### src/rtl/q2e_pkg.sv
// ----------------------------------------------------------------------------
// q2e_pkg
// shared widths, constants, types and helpers of the quaternion to euler core
// ----------------------------------------------------------------------------
package q2e_pkg;

  localparam int CORDIC_STEPS = 16;   // 8 .. 24
  localparam int TABLE_LEN    = 24;
  localparam int FIELD_W      = 16;
  localparam int PROD_W       = 32;
  localparam int SUM_W        = 34;   // 2(ab+cd) in q30 fits here
  localparam int XY_W         = 37;   // cordic vector with gain headroom
  localparam int Z_W          = 28;   // angle accumulator, 24 fraction bits
  localparam int MAG_W        = 30;
  localparam int SQ_W         = 62;   // root extraction working width
  localparam int SQRT_STAGES  = 31;   // one result bit per stage
  localparam int SH_W         = 5;
  localparam int K_W          = 6;

  localparam logic signed [SUM_W-1:0] ONE_Q30     = SUM_W'(64'sd1073741824);
  localparam logic signed [Z_W-1:0]   PI_Q24      = Z_W'(52707179);
  localparam logic signed [FIELD_W-1:0] HALF_PI_Q13 = FIELD_W'(12868);

  typedef struct packed {
    logic signed [XY_W-1:0] x;
    logic signed [XY_W-1:0] y;
    logic signed [Z_W-1:0]  z;
  } cordic_t;

  typedef struct packed {
    logic signed [SUM_W-1:0] sr;
    logic signed [SUM_W-1:0] cr;
    logic signed [SUM_W-1:0] sy;
    logic signed [SUM_W-1:0] cy;
    logic signed [SUM_W-1:0] sp;
    logic                    clamp;
  } side_t;

  typedef struct packed {
    logic zero_roll;
    logic zero_yaw;
    logic clamp;
    logic sp_pos;
  } flags_t;

  // atan(2^-i) in q24, rounded to nearest
  function automatic logic signed [Z_W-1:0] atan_tab(input logic [SH_W-1:0] i);
    logic signed [Z_W-1:0] v;
    case (i)
      5'd0:    v = Z_W'(13176795);
      5'd1:    v = Z_W'(7778716);
      5'd2:    v = Z_W'(4110060);
      5'd3:    v = Z_W'(2086331);
      5'd4:    v = Z_W'(1047214);
      5'd5:    v = Z_W'(524117);
      5'd6:    v = Z_W'(262123);
      5'd7:    v = Z_W'(131069);
      5'd8:    v = Z_W'(65536);
      5'd9:    v = Z_W'(32768);
      5'd10:   v = Z_W'(16384);
      5'd11:   v = Z_W'(8192);
      5'd12:   v = Z_W'(4096);
      5'd13:   v = Z_W'(2048);
      5'd14:   v = Z_W'(1024);
      5'd15:   v = Z_W'(512);
      5'd16:   v = Z_W'(256);
      5'd17:   v = Z_W'(128);
      5'd18:   v = Z_W'(64);
      5'd19:   v = Z_W'(32);
      5'd20:   v = Z_W'(16);
      5'd21:   v = Z_W'(8);
      5'd22:   v = Z_W'(4);
      5'd23:   v = Z_W'(2);
      default: v = '0;
    endcase
    return v;
  endfunction

  // fold the left half plane onto the right one
  function automatic cordic_t cordic_init(input logic signed [SUM_W-1:0] y,
                                          input logic signed [SUM_W-1:0] x);
    cordic_t c;
    if (x < 0) begin
      c.x = -XY_W'(x);
      c.y = -XY_W'(y);
      c.z = (y >= 0) ? PI_Q24 : -PI_Q24;
    end else begin
      c.x = XY_W'(x);
      c.y = XY_W'(y);
      c.z = '0;
    end
    return c;
  endfunction

  // q24 to q13, ties toward +inf, saturated
  function automatic logic signed [FIELD_W-1:0] to_q13(input logic signed [Z_W-1:0] a);
    logic signed [Z_W-1:0] t;
    logic signed [Z_W-12:0] r;
    logic signed [FIELD_W-1:0] q;
    t = a + Z_W'(1024);
    r = t[Z_W-1:11];
    if (r > (Z_W-11)'(32767))
      q = 16'sh7fff;
    else if (r < -(Z_W-11)'(32768))
      q = 16'sh8000;
    else
      q = r[FIELD_W-1:0];
    return q;
  endfunction

endpackage

### src/rtl/q2e_cordic_step.sv
// ----------------------------------------------------------------------------
// q2e_cordic_step
// one vectoring micro-rotation, y driven toward zero
// ----------------------------------------------------------------------------
module q2e_cordic_step
  import q2e_pkg::*;
(
  input  cordic_t              cur,
  input  logic [SH_W-1:0]      sh,
  input  logic signed [Z_W-1:0] ang,
  output cordic_t              nxt
);
  logic signed [XY_W-1:0] dx;
  logic signed [XY_W-1:0] dy;

  assign dx = cur.y >>> sh;
  assign dy = cur.x >>> sh;

  always_comb begin
    if (cur.y >= 0) begin
      nxt.x = cur.x + dx;
      nxt.y = cur.y - dy;
      nxt.z = cur.z + ang;
    end else begin
      nxt.x = cur.x - dx;
      nxt.y = cur.y + dy;
      nxt.z = cur.z - ang;
    end
  end
endmodule

### config.mk
export PLATFORM = sky130hd
export DESIGN_NAME = q2e_cordic_step
export DESIGN_NICKNAME = d
export VERILOG_FILES = /design/src/rtl/q2e_pkg.sv /design/src/rtl/q2e_cordic_step.sv
export SDC_FILE = /design/constraint.sdc
export NUM_CORES = 1
export LEC_CHECK = 0
export BUFFER_PORTS_ARGS = -buffer_cell sky130_fd_sc_hd__buf_2
export CAP_MARGIN = 20
export CORE_ASPECT_RATIO = 0.8
export CORE_UTILIZATION = 41
export DETAILED_ROUTE_END_ITERATION = 10
export PLACE_DENSITY_LB_ADDON = 0.1
export SETUP_SLACK_MARGIN = 0.4
export SYNTH_ARGS = -nofsm -noshare
export SYNTH_HDL_FRONTEND = slang
export SYNTH_SLANG_ARGS = --single-unit
### constraint.sdc
create_clock -name vclk -period 11.9
set_input_delay 0.595 -clock vclk [all_inputs]
set_output_delay 0.595 -clock vclk [all_outputs]
set_load 0.05 [all_outputs]
==> impl_metrics.json, run 1 <==
{
  "antenna_found_initial": 1,
  "post-route-drc-count": 0,
  "regArea_um2": 0,
  "cp-end-kind": "primary output",
  "synth_top_area_cell": "mux4_2",
  "nets": 2031,
  "required_ns": 11.31,
  "vias": 14300,
  "ctsHoldBuffers": 0,
  "powerDensity_mw_per_mm2": 120,
  "cap_violations": 0,
  "drive_above_1_share_pct": 24.3,
  "slowest_stage": "mux4_2",
  "synth_area_leaders": "mux4_2 (21%), ha_1 (10%), xnor2_1 (8.3%)",
  "crit_family": "compound AO/OA/AOI/OAI gates",
  "synth_fp_nets": 1867,
  "die-area_mm2": 0.0322,
  "worstSetupPathType": "input port to primary output",
  "drv_slew": 0,
  "syn_area_mm2": 0.0129,
  "gr-usage-all-layers_pct": 30.3,
  "core_mm2": 0.0307,
  "viasPerCell": 6.49,
  "avgSynthCellArea_um2": 7.94,
  "grt_max_degree": 73,
  "seq_cells": 0,
  "startpoint_type": "input port",
  "fin_tns_setup_ns": 0,
  "p_leak_nw": 5.99,
  "outcome": "completed",
  "yosys.area.top_type_share_pct": 20.6,
  "rows": 57,
  "hold_path.class": "input port to primary output",
  "yosys_warnings": 0,
  "setup_viol": 0,
  "rsz0062_at_grt": "false",
  "portBuffers": 237,
  "nFillCells": 3154,
  "fin_crit_sh_pct": 74.9,
  "slew_headroom_pct": 20.9,
  "post_cts_buffers": 0,
  "wl_mm": 51.1,
  "die_w_um": 200,
  "grt_pass1_vias": 12700,
  "clkbuf_count": 0,
  "cp.arrival_ns": 8.32,
  "firstDrtPassIters": 6,
  "synthTopCellsByCount": "nand2_1 (158), xnor2_1 (122), mux4_2 (118)",
  "gr-total-overflow": 0,
  "clock.fmax_mhz": 112,
  "start_util_pct": 42.1,
  "slowest_delay_ns": 0.64,
  "io_pins": 237,
  "ctsResizeCount": 0,
  "yosysMostFrequentCell": "nand2_1",
  "ys_types": 80,
  "power_mw": 1.72,
  "critPathBufInv": 4,
  "tightest_slew_ns": 1.17,
  "antennaDiodeCount": 0,
  "drtIter0Drc": 1885,
  "crit_fanout": 60,
  "drt-wirelength-per-cell_um": 23.2,
  "place.gp.congestion": 0.981,
  "crit_chain": "buf_6, buf_4, buf_4, mux4_2, mux4_2, or2_0, a2111oi_0, o211ai_1, or2_2, nor3_2, mux2_2, nand2_1, o21ai_0, ha_1, nand2_1, nor3_1, a41o_1, nor3_1, a21oi_1, a211o_1, a21o_1, a21oi_1, xnor2_1, buf_2",
  "drtAntennaViolNets": 0,
  "die_h_um": 161,
  "syn-instance-count": 1625,
  "final_util_pct": 46.6,
  "yosysSeqAreaShare_pct": 0,
  "vdd_ir_drop_max_v": 0.000147,
  "hold_viol": 0,
  "areaGrowthSynthToFinish_pct": 10.8,
  "grt_pass1_wl_mm": 77.9,
  "dp_hpwl_mm": 40.5,
  "post-route-min-period_ns": 8.91
}
-- layer usage --
metal  vias to the layer above  wire [um]  track usage (%)
met5                         -          0                0
met4                         0        758             4.27
met3                        62       5650             7.71
met2                       781      20400             41.4
met1                      6867      24300             47.6
li1                       6569          -                -
-- metrics by stage --
stage	worst slack, ns	hold slack, ns	cell area (um2)	std cells
finish	2.99	1.64	14300	2200
floorplan	4.62	1.53	12900	1625
CTS	3.07	1.65	14300	2200
global route	2.37	1.66	14300	2200
detailed placement	3.10	1.65	14300	2200
global placement	3.21	1.63	14300	2200
-- layout make-up --
class                           count  area, um2  area share [%]
Inverter                           40        150            1.05
Tap cell                          413        517            3.61
Multi-Input combinational cell   1492      12300            86.0
Timing Repair Buffer              255       1330            9.32
-- kinds of logic after synthesis --
| family | count (synthesis) | synth area share, % |
|---|---|---|
| and+or+nand+nor | 501 | 18.8 |
| AOI/OAI and AO/OA | 475 | 24.2 |
| muxes | 234 | 29.9 |
| xor gates and xnor gates | 175 | 11.9 |
| buffers and inverters | 133 | 4.69 |
| adders and majority gates | 107 | 10.5 |
-- where the power goes --
group          internal (mW)  switching (mW)
clock                      0               0
combinational          0.530            1.19
sequential                 0               0
total                  0.530            1.19
-- tightest hold or removal path, cell delays in order --
cell	delay, ns
buf_2	0.08
ha_1	0.12
buf_2	0.25
-- final timing paths --
check | to | slack (ns) | cells past startpoint | startpoint
min | nxt[0] | 1.64 | 3 | cur[0]
max | nxt[101] | 2.99 | 24 | sh[1]
-- placed cells by master, fill, tap and decap left out, types with 10 or more instances in the layout --
master / Yosys / layout
nand2b_1: 33 / 33
nand3_1: 34 / 34
buf_2: 25 / 234
nor2_1: 110 / 109
a211oi_1: 20 / 20
and2_1: 10 / 10
o21a_1: 20 / 20
mux2i_1: 87 / 87
a21o_1: 44 / 44
nor2b_1: 27 / 27
ha_1: 104 / 104
a31oi_1: 17 / 17
o22ai_1: 13 / 13
nor3_1: 39 / 39
or2_2: 14 / 14
buf_4: 9 / 20
o211ai_1: 20 / 20
or3_1: 19 / 19
and3_1: 22 / 22
o21ai_0: 115 / 115
mux4_2: 118 / 118
inv_1: 37 / 37
a21oi_1: 105 / 105
mux2_2: 28 / 28
xnor2_1: 122 / 122
o31ai_1: 19 / 19
nand2_1: 158 / 158
o21bai_1: 13 / 13
xor2_1: 53 / 53
Note: power is estimated with default switching activity, not from simulation.
==> inputs of run 2 (changes only) <==
==> constraint.sdc (replaced) <==
create_clock -name vclk -period 8.8
set_input_delay 0.44 -clock vclk [all_inputs]
set_output_delay 0.44 -clock vclk [all_outputs]
set_load 0.05 [all_outputs]
==> run 2 against run 1 <==
Net effect:
- total power rose by 36%
- highest routed layer unchanged
- sequential share of layout area unchanged
- die area did not move
- worst setup slack worse by 2.2 ns
- non-clock buffer count is 11 higher
==> impl_metrics.json, run 2 (same netlist as run 1, synthesis figures left out) <==
{
  "drive_above_1_share_pct": 24.7,
  "nFillCells": 3186,
  "vias": 14500,
  "postLayoutCellArea_mm2": 0.0144,
  "hold_viol": 0,
  "instances_no_fill": 2211,
  "die_w_um": 200,
  "multi_input_area_mm2": 0.0123,
  "die-area_mm2": 0.0322,
  "outcome": "completed",
  "p_leak_nw": 6.05,
  "slew_headroom_pct": 28.2,
  "clock.fmax_mhz": 125,
  "drtAntennaViolNets": 0,
  "place.gp.congestion": 1.00,
  "placed_cell_area_mm2": 0.0144,
  "hold_ws_ns": 1.33,
  "nets": 2042,
  "grt_pass1_wl_mm": 79.4,
  "areaGrowthSynthToFinish_pct": 11.7,
  "post-route-drc-count": 0,
  "grt_max_degree": 69,
  "core_mm2": 0.0307,
  "rows": 57,
  "fin_crit_sh_pct": 91.2,
  "powerDensity_mw_per_mm2": 162,
  "cp_common_cell": "a21oi_1",
  "io_pins": 237,
  "start_util_pct": 42.1,
  "gr-total-overflow": 0,
  "fin_tns_setup_ns": 0,
  "worstSetupPathType": "input port to primary output",
  "tightest_slew_ns": 1.07,
  "wl_mm": 52.2,
  "hold_path.class": "input port to primary output",
  "setup_ws_ns": 0.773,
  "slowest_stage": "mux4_2",
  "cp.arrival_ns": 7.59,
  "rsz0062_at_grt": "false",
  "crit_fanout": 68,
  "antenna_found_initial": 0,
  "seq_cells": 0,
  "drtIter0Drc": 1944,
  "dp_cells": 2211,
  "slowest_delay_ns": 0.60,
  "clkbuf_count": 0,
  "dp_hpwl_mm": 41.4,
  "drv_slew": 0,
  "setup_viol": 0,
  "viasPerCell": 6.57,
  "pre_cts_slack_ns": 0.906,
  "final_common_cell": "buf_2",
  "grt_pass1_vias": 13000,
  "cap_violations": 0,
  "cp-end-kind": "primary output",
  "vdd_ir_drop_max_v": 0.000122,
  "die_h_um": 161,
  "crit_chain": "clkbuf_8, buf_4, mux4_2, a222oi_1, o22ai_1, a221oi_1, o211ai_1, or3_1, or3_1, o31ai_1, xnor2_1, nor2_1, ha_1, nand4_1, nor3_1, nand2_1, a21oi_1, nor3_1, a21oi_1, a211o_1, a21o_1, a21oi_1, xnor2_1, buf_2",
  "antennaDiodeCount": 0,
  "drt-wirelength-per-cell_um": 23.6,
  "startpoint_type": "input port",
  "gr-usage-all-layers_pct": 31.0,
  "post-route-min-period_ns": 8.03,
  "regArea_um2": 0,
  "firstDrtPassIters": 8,
  "layout_common_cells": "buf_2 (234), nand2_1 (158), xnor2_1 (122), mux4_2 (118), o21ai_0 (115)",
  "portBuffers": 237,
  "required_ns": 8.36
}
## run 2: cell types whose count changed in the layout (fill, tap and decap cells not counted)
cell | before | now
clkbuf_8 | 0 | 1
buf_12 | 0 | 2
buf_4 | 20 | 28
## run 2: path summary, 6_finish.rpt
check / start / endpoint / cells past startpoint
max: sh[1] / nxt[101] / 24
min: cur[0] / nxt[0] / 3
## run 2: layer usage
layer	track usage (%)	up-vias	share of wire (%)
li1	-	6589	-
met1	47.9	6995	46
met2	43.8	860	40
met3	7.20	89	12
met4	4.55	0	1.9
met5	0	-	0
## run 2: cell type report
class | instances | area share (%)
well taps | 413 | 3.58
repair buffers | 266 | 10.0
inverters | 40 | 1.04
multi-input cells | 1492 | 85.3
## run 2: power breakdown
group	switching [mW]	leakage (nW)	total, mW	internal [mW]
sequential	0	0	0	0
combinational	1.61	6.05	2.34	0.724
clock	0	0	0	0
total	1.61	6.05	2.34	0.724
## run 2: timing repair
action / CTS / global route
buffers inserted: 0 / 0
hold buffers: 0 / 0
setup endpoints to repair: 0 / 4
gates resized for setup: 0 / 2
## run 2: worst max-delay path: cells and delay by family
family          cells  cell delay, ns
buf+inv             3            1.19
compound gates     10            2.73
fa+ha+maj           1            0.42
mux                 1            0.60
simple gates        7            1.78
xor+xnor            2            0.32
## run 2: stage by stage
stage	power, mW	util [%]
after detailed placement	2.30	47.0
after global routing	2.47	47.0
after floorplan	1.75	-
final	2.34	47.0
after CTS	2.31	47.0
after global placement	2.30	47.0
==> inputs of run 3 (changes only) <==
--- a/config.mk
+++ b/config.mk
@@ -8,6 +8,7 @@
 export BUFFER_PORTS_ARGS = -buffer_cell sky130_fd_sc_hd__buf_2
 export CAP_MARGIN = 20
 export CORE_ASPECT_RATIO = 0.8
+export CORE_MARGIN = 4
 export CORE_UTILIZATION = 41
 export DETAILED_ROUTE_END_ITERATION = 10
 export PLACE_DENSITY_LB_ADDON = 0.1
==> constraint.sdc (replaced) <==
create_clock -name vclk -period 8.8
set_input_delay 0.88 -clock vclk [all_inputs]
set_output_delay 0.88 -clock vclk [all_outputs]
set_load 0.05 [all_outputs]
==> run 3 against run 2 <==
Net effect:
- die area grew 6.8%
- highest routed layer is now met5
- critical path depth shrank 1
- count of clock-buffer cells in the layout is the same
- critical endpoint is now nxt[64]
- largest cell class unchanged
- via count is essentially flat
- hold slack gained 0.88 ns
- combinational power increased by 3%
==> impl_metrics.json, run 3 (same netlist as run 1, synthesis figures left out) <==
{
  "areaGrowthSynthToFinish_pct": 15.1,
  "cp-end-kind": "primary output",
  "drv_slew": 0,
  "regArea_um2": 0,
  "seq_cells": 0,
  "pre_cts_slack_ns": 0.211,
  "post-route-min-period_ns": 8.09,
  "cap_violations": 0,
  "nFillCells": 3076,
  "gr-total-overflow": 0,
  "final_util_pct": 48.4,
  "crit_start": "sh[0]",
  "instances_no_fill": 2241,
  "setup_viol": 0,
  "setup_ws_ns": 0.713,
  "cp-endpoint": "nxt[64]",
  "postLayoutCellArea_mm2": 0.0148,
  "clkbuf_count": 0,
  "grt_pass1_vias": 13200,
  "tightest_slew_ns": 1.04,
  "start_util_pct": 42.1,
  "clock.fmax_mhz": 124,
  "hold_viol": 0,
  "post_cts_buffers": 0,
  "rows": 57,
  "drtAntennaViolNets": 0,
  "vdd_ir_drop_max_v": 0.000155,
  "cp.arrival_ns": 7.21,
  "dp_hpwl_mm": 43.5,
  "outcome": "completed",
  "io_pins": 237,
  "drt-wirelength-per-cell_um": 24.2,
  "powerDensity_mw_per_mm2": 162,
  "hold_ws_ns": 2.21,
  "viasPerCell": 6.49,
  "gr-usage-all-layers_pct": 29.5,
  "final_common_cell": "buf_2",
  "grt_pass1_wl_mm": 81.3,
  "antenna_found_initial": 0,
  "wl_mm": 54.3,
  "antennaDiodeCount": 0,
  "fin_tns_setup_ns": 0,
  "die_h_um": 167,
  "hold_path.class": "input port to primary output",
  "die-area_mm2": 0.0344,
  "die_w_um": 206,
  "portBuffers": 237,
  "fin_crit_sh_pct": 91.9,
  "core_mm2": 0.0307,
  "grt_max_degree": 59,
  "firstDrtPassIters": 5,
  "drtIter0Drc": 1731,
  "p_leak_nw": 6.25,
  "rsz0062_at_grt": "true",
  "layout_common_cells": "buf_2 (227), nand2_1 (158), xnor2_1 (122), mux4_2 (118), o21ai_0 (115)",
  "nets": 2072,
  "startpoint_type": "input port",
  "worstSetupPathType": "input port to primary output",
  "placed_cell_area_mm2": 0.0147,
  "drive_above_1_share_pct": 26.6,
  "post-route-drc-count": 0,
  "crit_fanout": 28,
  "place.gp.congestion": 1.01,
  "slew_headroom_pct": 30.3,
  "dp_cells": 2240,
  "vias": 14500,
  "power_mw": 2.41,
  "required_ns": 7.92
}
[run 3: timing repair]
action | CTS | global route
resized for setup | 3 | 24
hold buffers | 0 | 0
pin swaps | 0 | 1
endpoints found under the hold margin | 0 | 0
cloned | 0 | 1
endpoints found under the setup margin | 5 | 18
[run 3: worst min-delay path by stage]
stage / from / to / depth (start not counted)
2_1_floorplan: cur[28] / nxt[28] / 3
3_3_place_gp: cur[0] / nxt[0] / 3
3_5_place_dp: cur[0] / nxt[0] / 3
4_1_cts: cur[0] / nxt[0] / 3
5_1_grt: cur[0] / nxt[0] / 3
6_report: cur[0] / nxt[0] / 3
[run 3: critical path: stages]
cell,delay [ns]
buf_8,0.26
buf_4,0.29
mux4_2,0.53
nor3_1,0.29
a211o_1,0.21
o221ai_1,0.23
or3b_1,0.50
or4_4,0.55
or2_1,0.30
mux2_2,0.29
a32oi_1,0.15
o21a_1,0.15
ha_1,0.29
a21o_1,0.18
a21o_1,0.18
a211oi_1,0.28
o21a_1,0.18
o221ai_1,0.18
o41a_1,0.38
a31oi_1,0.27
o21ai_0,0.16
xnor2_1,0.31
buf_12,0.18
[run 3: routing by layer]
metal	share of wire (%)	global-route usage, %	up-vias
li1	-	-	6659
met1	46	45.7	7002
met2	41	41.8	817
met3	11	8.01	60
met4	1.4	3.38	2
met5	0.20	2.29	-
[run 3: layout make-up]
class | count | area (um2) | area share (%)
multi-input combinational | 1492 | 12400 | 83.3
tap | 413 | 517 | 3.48
timing repair buffer | 296 | 1820 | 12.2
inverter | 40 | 154 | 1.04
[run 3: power by group]
part	total, mW	internal, mW	leakage (nW)	switching, mW
clock network	0	0	0	0
logic	2.41	0.774	6.25	1.64
registers	0	0	0	0
