[src/rtl/q2e_pkg.sv]
// ----------------------------------------------------------------------------
// q2e_pkg
// shared widths, constants, types and helpers of the quaternion to euler core
// ----------------------------------------------------------------------------
package q2e_pkg;

  localparam int CORDIC_STEPS = 16;   // 8 .. 24
  localparam int TABLE_LEN    = 24;
  localparam int FIELD_W      = 16;
  localparam int PROD_W       = 32;
  localparam int SUM_W        = 34;   // 2(ab+cd) in q30 fits here
  localparam int XY_W         = 37;   // cordic vector with gain headroom
  localparam int Z_W          = 28;   // angle accumulator, 24 fraction bits
  localparam int MAG_W        = 30;
  localparam int SQ_W         = 62;   // root extraction working width
  localparam int SQRT_STAGES  = 31;   // one result bit per stage
  localparam int SH_W         = 5;
  localparam int K_W          = 6;

  localparam logic signed [SUM_W-1:0] ONE_Q30     = SUM_W'(64'sd1073741824);
  localparam logic signed [Z_W-1:0]   PI_Q24      = Z_W'(52707179);
  localparam logic signed [FIELD_W-1:0] HALF_PI_Q13 = FIELD_W'(12868);

  typedef struct packed {
    logic signed [XY_W-1:0] x;
    logic signed [XY_W-1:0] y;
    logic signed [Z_W-1:0]  z;
  } cordic_t;

  typedef struct packed {
    logic signed [SUM_W-1:0] sr;
    logic signed [SUM_W-1:0] cr;
    logic signed [SUM_W-1:0] sy;
    logic signed [SUM_W-1:0] cy;
    logic signed [SUM_W-1:0] sp;
    logic                    clamp;
  } side_t;

  typedef struct packed {
    logic zero_roll;
    logic zero_yaw;
    logic clamp;
    logic sp_pos;
  } flags_t;

  // atan(2^-i) in q24, rounded to nearest
  function automatic logic signed [Z_W-1:0] atan_tab(input logic [SH_W-1:0] i);
    logic signed [Z_W-1:0] v;
    case (i)
      5'd0:    v = Z_W'(13176795);
      5'd1:    v = Z_W'(7778716);
      5'd2:    v = Z_W'(4110060);
      5'd3:    v = Z_W'(2086331);
      5'd4:    v = Z_W'(1047214);
      5'd5:    v = Z_W'(524117);
      5'd6:    v = Z_W'(262123);
      5'd7:    v = Z_W'(131069);
      5'd8:    v = Z_W'(65536);
      5'd9:    v = Z_W'(32768);
      5'd10:   v = Z_W'(16384);
      5'd11:   v = Z_W'(8192);
      5'd12:   v = Z_W'(4096);
      5'd13:   v = Z_W'(2048);
      5'd14:   v = Z_W'(1024);
      5'd15:   v = Z_W'(512);
      5'd16:   v = Z_W'(256);
      5'd17:   v = Z_W'(128);
      5'd18:   v = Z_W'(64);
      5'd19:   v = Z_W'(32);
      5'd20:   v = Z_W'(16);
      5'd21:   v = Z_W'(8);
      5'd22:   v = Z_W'(4);
      5'd23:   v = Z_W'(2);
      default: v = '0;
    endcase
    return v;
  endfunction

  // fold the left half plane onto the right one
  function automatic cordic_t cordic_init(input logic signed [SUM_W-1:0] y,
                                          input logic signed [SUM_W-1:0] x);
    cordic_t c;
    if (x < 0) begin
      c.x = -XY_W'(x);
      c.y = -XY_W'(y);
      c.z = (y >= 0) ? PI_Q24 : -PI_Q24;
    end else begin
      c.x = XY_W'(x);
      c.y = XY_W'(y);
      c.z = '0;
    end
    return c;
  endfunction

  // q24 to q13, ties toward +inf, saturated
  function automatic logic signed [FIELD_W-1:0] to_q13(input logic signed [Z_W-1:0] a);
    logic signed [Z_W-1:0] t;
    logic signed [Z_W-12:0] r;
    logic signed [FIELD_W-1:0] q;
    t = a + Z_W'(1024);
    r = t[Z_W-1:11];
    if (r > (Z_W-11)'(32767))
      q = 16'sh7fff;
    else if (r < -(Z_W-11)'(32768))
      q = 16'sh8000;
    else
      q = r[FIELD_W-1:0];
    return q;
  endfunction

endpackage

[src/rtl/q2e_sqrt_step.sv]
// ----------------------------------------------------------------------------
// q2e_sqrt_step
// one digit of the restoring integer square root
// ----------------------------------------------------------------------------
module q2e_sqrt_step
  import q2e_pkg::*;
(
  input  logic [SQ_W-1:0] n_in,
  input  logic [SQ_W-1:0] res_in,
  input  logic [K_W-1:0]  k,
  output logic [SQ_W-1:0] n_out,
  output logic [SQ_W-1:0] res_out
);
  logic [SQ_W-1:0] bit_v;
  logic [SQ_W-1:0] trial;

  assign bit_v = SQ_W'(1) << {k, 1'b0};
  assign trial = res_in + bit_v;

  always_comb begin
    if (n_in >= trial) begin
      n_out   = n_in - trial;
      res_out = (res_in >> 1) + bit_v;
    end else begin
      n_out   = n_in;
      res_out = res_in >> 1;
    end
  end
endmodule

[config.mk]
export PLATFORM = sky130hd
export DESIGN_NAME = q2e_sqrt_step
export DESIGN_NICKNAME = d
export VERILOG_FILES = /design/src/rtl/q2e_pkg.sv /design/src/rtl/q2e_sqrt_step.sv
export SDC_FILE = /design/constraint.sdc
export NUM_CORES = 1
export LEC_CHECK = 0
export BUFFER_PORTS_ARGS = -buffer_cell sky130_fd_sc_hd__clkbuf_2
export CORE_MARGIN = 2
export CORE_UTILIZATION = 35
export DETAILED_ROUTE_END_ITERATION = 6
export SLEW_MARGIN = 10
export SYNTH_ARGS = -nofsm -noshare
export SYNTH_HDL_FRONTEND = slang
export SYNTH_SLANG_ARGS = --single-unit
[constraint.sdc]
create_clock -name vclk -period 17.4
set_input_delay 4.35 -clock vclk [all_inputs]
set_output_delay 4.35 -clock vclk [all_outputs]
set_load 0.02 [all_outputs]
==> impl_results.md, run 1 <==
* Library cells used by synthesis at 77
* Register area share after synthesis at 0
* Port Buffers at ~250
* Adder-Cell Fraction of Synth Area at 0.160
* Compound-gate portion of the synthesized area at 0.349
* Fillers at just over 3000
* Slowest cell on crit path: a21o_2
* Dpl cells at roughly 2100
* Req. time, crit path at 13.05 ns
* Number of DRC markers in iteration 0 at a little over 900
* HP Start: n_in[3]
* Post-Syn Nets at between 1500 and 2000
* Final period util at 0.913
* Utilization after layout at 0.407
* Max Slew Vio Count at 0
* Hold_buf cts at 0
* Post-CTS Resized at 0
* Die ar. at just under 30000 µm²
* CP Launch Type: input port
* Pwr Density at between 30 and 40 nW/µm²
* Gr ovfl total at 0
* Largest family of logic cells by synthesized area: compound AO/OA/AOI/OAI gates
* Switch share at 0.659
* DRC Markers at 0
* Gpl congestion at 0.951
* Post-synth top area share at 0.158
* Detail Route Antenna Nets at 0
* Synth Area in Simple Gates at 0.290
* Status: complete, no violations
* Post-DP HPWL at 33200 µm
* Wire per inst at ~18 µm
* RSZ-0062 raised after global routing: false
* Vias in the first global route at ~11000
* Crit-path max FO at 54
* FF+latch area at 0 µm²
* HP Class: input port to output port
* IO Pins at 254
* Post-layout nets at 1998
* Yosys warnings at 0
* Post-route minimum period at 15.89 ns
* Power share of the combinational group at 1.000
* CP Launch Point: k[3]
* Setup_tns at 0 ns
* Max cap viols at 0
* Largest net degree at the start of global routing at 55
* Die Ht at between 150 and 200 µm
* Syn_area_per_cell at between 6 and 7 µm²
* Average vias per placed instance at roughly 5.7
* Worst setup path class: input port to output port
* Gr usage total at 0.247
* Total routed wirelength at 38600 µm
* Final non-filler cell total at about 2100
* WHS at 9.06 ns
* NetSw at around 290 µW
* Die width at 172 µm
* Area contributors post-synth: ha_1, a21oi_1, xor2_1, nor2_1, nand2_1
* CP delay by family, top: compound AO/OA/AOI/OAI gates
* Cell count after synthesis at 1549
* Count leader, synth: nor2_1
* Core Footprint at 27700 µm²
* Post-synthesis mux area share at 0.00203
* Clock power frac at 0
* Area grow syn2layout at 14.6%
* Kind of end point of the critical path: output port
* WP buf/inv at 3
* Final Hold Viols at 0
* VDD IR max at ~0.018 mV
* Flop pwr share at 0
* Vias after detailed routing at roughly 12000
* First-pass iteration count of the detailed router at 5
* Worst Max-Slew Pin Slew at between 1 and 1.5 ns
* Antenna violations before repair at 1
* Internal Pwr Total at roughly 150 µW
* CP arrival at roughly 12 ns
* Number of core rows at ~60
* Max Freq at approximately 63 MHz
* Postcts setup bufs at 0
* Initial core utilization at 0.355
* Synth cell count leaders: nor2_1, nand2_1, a21oi_1
* Seq Cell Count at 0
* Synth area leader: ha_1
* Endpoints failing setup at 0
* Crit path top cell by count: a21oi_1
* Share of cells above drive strength 1 at 0.173
* Clock buffers at 0
* Synthesized area at between 9000 and 10000 µm²
* Rel. slew slack at 0.322
* CP peak stage delay at between 0.9 and 1 ns
* Global-route wire length before repair at approximately 59000 µm
* LEAKAGE at about 4.9 nW
* XOR/XNOR Fraction of Synth Area at 0.150
==> kinds of logic after synthesis <==
group	after synthesis
and+or+nand+nor	618
AOI/OAI and AO/OA	536
xor gates and xnor gates	169
adders and majority gates	125
buffers and inverters	99
muxes	2
==> tightest hold or removal path: cells and delay by family <==
kind            cells  cell delay [ns]
simple gates        1             0.05
buf+inv             2             0.24
compound gates      1             0.06
==> layout make-up <==
class,count,area [µm²],share of cell area
antenna,2,5.00,0.000444
inverter,30,113,0.00998
multi-input combinational,1450,9360,0.830
tap,378,473,0.0419
timing repair buffer,261,1320,0.117
==> metrics by stage <==
stage | setup WS, ns | instance area [µm²] | power (mW)
after floorplan | 3.47 | 9840 | 0.299
after global placement | 1.69 | 11300 | 0.430
after detailed placement | 1.52 | 11300 | 0.430
after CTS | 1.49 | 11300 | 0.433
after global routing | 0.932 | 11300 | 0.474
final | 1.51 | 11300 | 0.435
==> cell usage in the layout (no fill, tap or decap), drive strengths merged, types with 9 or more instances in the layout <==
cell / instances
xor2: 93
o21a: 12
o21bai: 29
nor3: 28
and3: 18
o21ai: 115
a21o: 35
nor2: 210
a31o: 11
a211oi: 9
a21oi: 169
nand4: 40
nand2: 194
clkbuf: 254
inv: 30
nor2b: 18
ha: 124
xnor2: 76
or3: 13
o31ai: 17
and2: 19
a31oi: 71
nand3: 29
==> power by group through the flow <==
stage          clock network, mW  logic [mW]  registers, mW
2_1_floorplan                  0       0.299              0
3_3_place_gp                   0       0.430              0
3_5_place_dp                   0       0.430              0
4_1_cts                        0       0.433              0
5_1_grt            0.00000000771       0.474              0
6_report            0.0000000155       0.435              0
==> worst paths after layout <==
check / to / slack, ns / cells after the start
max: res_out[29] / 1.51 / 26
min: n_out[3] / 9.06 / 4
==> per-layer routing <==
| metal | share of wire | wire (µm) | GRT usage |
|---|---|---|---|
| met1 | 0.49 | 18800 | 0.370 |
| met4 | 0.028 | 1090 | 0.0689 |
| met3 | 0.062 | 2390 | 0.00805 |
| met2 | 0.42 | 16300 | 0.380 |
| met5 | 0 | 0 | 0 |
Power figures use the tool's default switching activity.
==> run 2, diff against run 1 <==
--- a/config.mk
+++ b/config.mk
@@ -5,7 +5,8 @@
 export SDC_FILE = /design/constraint.sdc
 export NUM_CORES = 1
 export LEC_CHECK = 0
-export BUFFER_PORTS_ARGS = -buffer_cell sky130_fd_sc_hd__clkbuf_2
+export ABC_AREA = 1
+export BUFFER_PORTS_ARGS = -buffer_cell sky130_fd_sc_hd__buf_2
 export CORE_MARGIN = 2
 export CORE_UTILIZATION = 35
 export DETAILED_ROUTE_END_ITERATION = 6
==> run 2 against run 1 <==
- cell count increased by 65%
- area after synthesis is 38% higher
- power grew 10%
- critical path depth fell by 1
- largest power group unchanged
- critical path type unchanged
- via count is 53% higher
- sequential cell count unchanged
- utilization shrank 0.92 points
- non-clock buffer count shrank 4
- wire length rose by 70%
- die area grew 37%
- first-iteration DRC count grew 78%
- hold slack improved by 0.016 ns
==> impl_results.md, run 2 <==
* Post-CTS Resized at 0 (unchanged)
* Endpoints failing setup at 0 (unchanged)
* Cell count after synthesis at 2741 (+77%)
* Area grow syn2layout at 12.9%
* Pwr Total at 480 µW (+10%)
* Number of DRC markers in iteration 0 at 1658 (+78%)
* Rel. slew slack at 0.367 (+0.0448)
* Status: complete, no violations
* Dpl cells at 3488 (+65%)
* Most common cell after layout, fill and taps aside: nand2_1
* Post-route minimum period at 15.49 ns (-0.408 ns)
* LEAKAGE at 7.10 nW (+44%)
* Kind of end point of the critical path: output port
* FF+latch area at 0 µm² (unchanged)
* Worst setup path class: input port to output port
* First-pass iteration count of the detailed router at 6 (+1)
* HP Class: input port to output port
* Pwr Density at 31.3 nW/µm² (-19%)
* IO Pins at 254 (unchanged)
* Placed inst area at 15300 µm² (+36%)
* Syn_area_per_cell at 4.95 µm² (-22%)
* Clock buffers at 0 (unchanged)
* Flop pwr share at 0 (unchanged)
* NetSw at 331 µW (+15%)
* Seq Cell Count at 0 (unchanged)
* Post-DP HPWL at 57900 µm (+75%)
* Gr usage total at 0.312 (+0.0652)
* Largest net degree at the start of global routing at 95 (+73%)
* VDD IR max at 0.0151 mV (-18%)
* Area contributors post-synth: nand2_1, nor2_1, inv_1, ha_1, a21oi_1
* Gpl congestion at 1.02 (+7.0%)
* Post-Syn Nets at 2996 (+66%)
* Synth cell count leaders: nand2_1, nor2_1, inv_1
* Antenna violations before repair at 2 (+1)
* Worst Max-Slew Pin Slew at 0.947 ns (-0.0705 ns)
* Internal Pwr Total at 149 µW (+0.19%)
* Count leader, synth: nand2_1
* Design area at 15300 µm² (+36%)
* Die ar. at 40300 µm² (+37%)
* WHS at 9.07 ns (+0.0157 ns)
* Synthesized area at 13600 µm² (+38%)
* Port Buffers at 254 (unchanged)
* Commonest non-fill, non-tap cells in the layout: nand2_1, nor2_1, inv_1
* Share of cells above drive strength 1 at 0.0997 (-0.0732)
* Max Slew Vio Count at 0 (unchanged)
* Detail Route Antenna Nets at 0 (unchanged)
* DRC Markers at 0 (unchanged)
* Vias in the first global route at 17700 (+62%)
* Gr ovfl total at 0 (unchanged)
* Max cap viols at 0 (unchanged)
* Fillers at 4629 (+51%)
* Utilization after layout at 0.398 (-0.00915)
* Register area share after synthesis at 0 (unchanged)
* Vias after detailed routing at 18700 (+53%)
* Power share of the combinational group at 1.000 (about the same)
* Pre-CTS setup slack at 1.98 ns (+0.461 ns)
* CP Launch Type: input port
* Total routed wirelength at 65800 µm (+70%)
* Die width at 201 µm (+17%)
* Setup_tns at 0 ns (unchanged)
* Core Footprint at 38500 µm² (+39%)
* RSZ-0062 raised after global routing: false
* Library cells used by synthesis at 50 (-35%)
* Post-layout nets at 3227 (+62%)
* Postcts setup bufs at 0 (unchanged)
* Average vias per placed instance at 5.35 (-6.7%)
* Req. time, crit path at 13.05 ns (about the same)
* Multi-input logic area at 11800 µm² (+26%)
* Hold_buf cts at 0 (unchanged)
* Post-route setup slack at 1.91 ns (+0.408 ns)
* Number of core rows at 72 (+18%)
* Final non-filler cell total at 3490 (+65%)
* Synth area leader: nand2_1
* CP arrival at 11.14 ns (-0.40 ns)
* Clock power frac at 0 (unchanged)
* Wire per inst at 18.9 µm (+3.6%)
* Post-synth top area share at 0.203 (+0.0452)
* Crit-path max FO at 94 (+74%)
* Final period util at 0.890 (-0.0234)
* Initial core utilization at 0.352 (-0.00261)
* Switch share at 0.689 (+0.0307)
* Yosys warnings at 0 (unchanged)
* Max Freq at 64.6 MHz (+2.6%)
* Die Ht at 201 µm (+17%)
* Final Hold Viols at 0 (unchanged)
* Global-route wire length before repair at 98000 µm (+67%)
run 2: cell count changes in the layout (fill, tap and decap cells not counted), sizes merged, moves of 54 or more:
| cell | delta |
|---|---|
| buf | +250 |
| nor2 | +248 |
| xor2 | -57 |
| nand2 | +545 |
| a31oi | -54 |
| inv | +395 |
| clkbuf | -254 |
| nand3 | +147 |
| o21ai | +116 |
| a21oi | +72 |
run 2: layout make-up:
cell class | count | share of cell area
timing repair buffer | 257 | 0.0845
antenna | 2 | 0.000327
tap | 518 | 0.0423
inverter | 426 | 0.104
multi-input combinational | 2287 | 0.768
run 2: cell families after synthesis:
group | share of synthesized area
adders and majority gates | 0.116
and+or+nand+nor | 0.459
buffers and inverters | 0.134
xor gates and xnor gates | 0.0691
AOI/OAI and AO/OA | 0.223
run 2: critical path: stages:
cell and delay [ns]:
buf_2 0.10, nor2_1 0.32, nand2_1 0.30, nor4_1 0.75, ha_1 0.29, nand2_1 0.10, o21ai_0 0.38, nand2_1 0.12
o21ai_0 0.35, a21oi_1 0.09, nand3_1 0.23, nand2_1 0.10, nand2_1 0.10, xnor2_1 0.11, ha_1 0.41, nand2_1 0.13
o21ai_0 0.29, a21oi_1 0.10, o21ai_0 0.40, a21oi_1 0.14, nand3_4 0.62, buf_4 0.81, nand2_1 0.10, o21ai_0 0.19
buf_2 0.19
run 2: final timing paths:
check / slack [ns] / from / depth (start not counted) / end
setup / recovery: 1.91 / k[4] / 25 / n_out[49]
hold / removal: 9.07 / n_in[41] / 4 / n_out[41]
run 2: power groups by stage:
stage / clock (mW) / sequential (mW) / combinational [mW]
floorplan: 0 / 0 / 0.314
global placement: 0 / 0 / 0.473
detailed placement: 0 / 0 / 0.471
CTS: 0 / 0 / 0.473
global route: 0.0000000154 / 0 / 0.522
finish: 0.0000000154 / 0 / 0.480
run 2: layer usage:
| metal | track usage | part of all wire | routed length, µm |
|---|---|---|---|
| met1 | 0.399 | 0.42 | 27900 |
| met2 | 0.542 | 0.46 | 30200 |
| met3 | 0.00893 | 0.061 | 4040 |
| met4 | 0.149 | 0.055 | 3630 |
| met5 | 0 | 0 | 0 |
==> run 3, diff against run 2 <==
--- a/config.mk
+++ b/config.mk
@@ -7,6 +7,7 @@
 export LEC_CHECK = 0
 export ABC_AREA = 1
 export BUFFER_PORTS_ARGS = -buffer_cell sky130_fd_sc_hd__buf_2
+export CORE_ASPECT_RATIO = 0.7
 export CORE_MARGIN = 2
 export CORE_UTILIZATION = 35
 export DETAILED_ROUTE_END_ITERATION = 6
==> run 3 against run 2 <==
- the run now ends with DRC left
- via count grew 2.0%
- combinational power grew 0.8%
- non-clock buffer count grew 1
- sequential share of layout area is the same
- critical path depth grew 2
==> impl_results.md, run 3 (synthesis results as in run 2) <==
* Port Buffers at 254 (unchanged)
* Post-layout nets at 3228 (+0.031%)
* Final period util at 0.898 (+0.00820)
* Post-CTS Resized at 0 (unchanged)
* Slowest cell on crit path: nor4_1
* CP arrival at 11.28 ns (+0.14 ns)
* Die Ht at 169 µm (-16%)
* Hold_buf cts at 0 (unchanged)
* Rel. slew slack at 0.260 (-0.107)
* Most common cell after layout, fill and taps aside: nand2_1
* Seq Cell Count at 0 (unchanged)
* Core Footprint at 38300 µm² (-0.47%)
* CP Launch Type: input port
* Antenna violations before repair at 0 (-2)
* Pwr Density at 31.7 nW/µm² (+1.1%)
* Crit-path max FO at 63 (-33%)
* Number of core rows at 60 (-17%)
* Initial core utilization at 0.354 (+0.00166)
* Number of DRC markers in iteration 0 at 2481 (+50%)
* Hold Path Depth at 4 (unchanged)
* # diodes at 0 (-2)
* Post-DP HPWL at 61300 µm (+5.8%)
* Worst Max-Slew Pin Slew at 1.10 ns (+0.152 ns)
* Setup_tns at 0 ns (unchanged)
* Worst setup path class: input port to output port
* Failing checks: DRC
* Detail Route Antenna Nets at 0 (unchanged)
* Pwr Total at 484 µW (+0.93%)
* Average vias per placed instance at 5.50 (+2.7%)
* Die width at 239 µm (+19%)
* Wire per inst at 19.9 µm (+5.7%)
* Final Hold Viols at 0 (unchanged)
* Clock buffers at 0 (unchanged)
* Gr usage total at 0.328 (+0.0164)
* Total routed wirelength at 69100 µm (+5.0%)
* Largest net degree at the start of global routing at 65 (-32%)
* Post-route minimum period at 15.63 ns (+0.143 ns)
* Max Slew Vio Count at 0 (unchanged)
* LEAKAGE at 7.11 nW (about the same)
* CP peak stage delay at 0.90 ns (+0.09 ns)
* DRC Markers at 8 (+8)
* Crit path top cell by count: nand2_1
* Gpl congestion at 1.05 (+3.0%)
* Share of cells above drive strength 1 at 0.100 (+0.000303)
* Vias in the first global route at 16600 (-6.2%)
* Vias after detailed routing at 19100 (+2.0%)
* Req. time, crit path at 13.05 ns (about the same)
* Status: finished with violations
* HP Class: input port to output port
* FF+latch area at 0 µm² (unchanged)
* IO Pins at 254 (unchanged)
* Global-route wire length before repair at 101000 µm (+2.7%)
* Fillers at 4571 (-1.3%)
* Die ar. at 40400 µm² (about the same)
* Max cap viols at 0 (unchanged)
* Postcts setup bufs at 0 (unchanged)
* Endpoints failing setup at 0 (unchanged)
* RSZ-0062 raised after global routing: false
* Commonest non-fill, non-tap cells in the layout: nand2_1, nor2_1, inv_1
* VDD IR max at 0.0230 mV (+53%)
* Gr ovfl total at 0 (unchanged)
* Kind of end point of the critical path: output port
* First-pass iteration count of the detailed router at 7 (+1)
* Max Freq at 64.0 MHz (-0.91%)
* Area grow syn2layout at 12.7%
[run 3: cell types whose count changed in the layout (fill, tap and decap cells not counted), sizes merged]
cell,previous run,this run
buf,257,258
diode,2,0
[run 3: layer usage]
layer  GRT usage  part of all wire  vias to the layer above  wire [µm]
met4      0.0266             0.011                        0        737
met1       0.524              0.49                     8489      33600
met2       0.419              0.35                     1124      24200
met3       0.112              0.15                       57      10600
li1            -                 -                     9391          -
met5           0                 0                        -          0
[run 3: power breakdown]
| group | switching (mW) | internal (mW) |
|---|---|---|
| Combinational | 0.335 | 0.149 |
| Clock | 0 | 0 |
| Sequential | 0 | 0 |
[run 3: final cells by class]
| class | count | area, µm² | area share |
|---|---|---|---|
| inverters | 426 | 1600 | 0.105 |
| multi-input cells | 2287 | 11800 | 0.770 |
| well taps | 496 | 621 | 0.0406 |
| repair buffers | 258 | 1300 | 0.0851 |
[run 3: metrics by stage]
stage | setup WS (ns) | hold slack [ns] | util | instances | cell area (µm²)
after CTS | 2.31 | 9.08 | 0.399 | 3467 | 15300
after global routing | 1.57 | 9.09 | 0.399 | 3467 | 15300
after floorplan | 4.74 | 8.84 | - | 2741 | 13600
after global placement | 2.29 | 9.07 | 0.399 | 3467 | 15300
after detailed placement | 2.37 | 9.08 | 0.399 | 3467 | 15300
final | 1.77 | 9.07 | 0.399 | 3467 | 15300
[run 3: critical path: cells and delay by family]
| family | cells | cell delay (ns) |
|---|---|---|
| compound gates | 5 | 1.69 |
| fa+ha+maj | 2 | 0.65 |
| buf+inv | 3 | 0.87 |
| simple gates | 17 | 3.68 |
[run 3: worst paths after layout]
check,startpoint,endpoint,slack (ns)
max,k[4],res_out[55],1.77
min,n_in[43],n_out[43],9.07
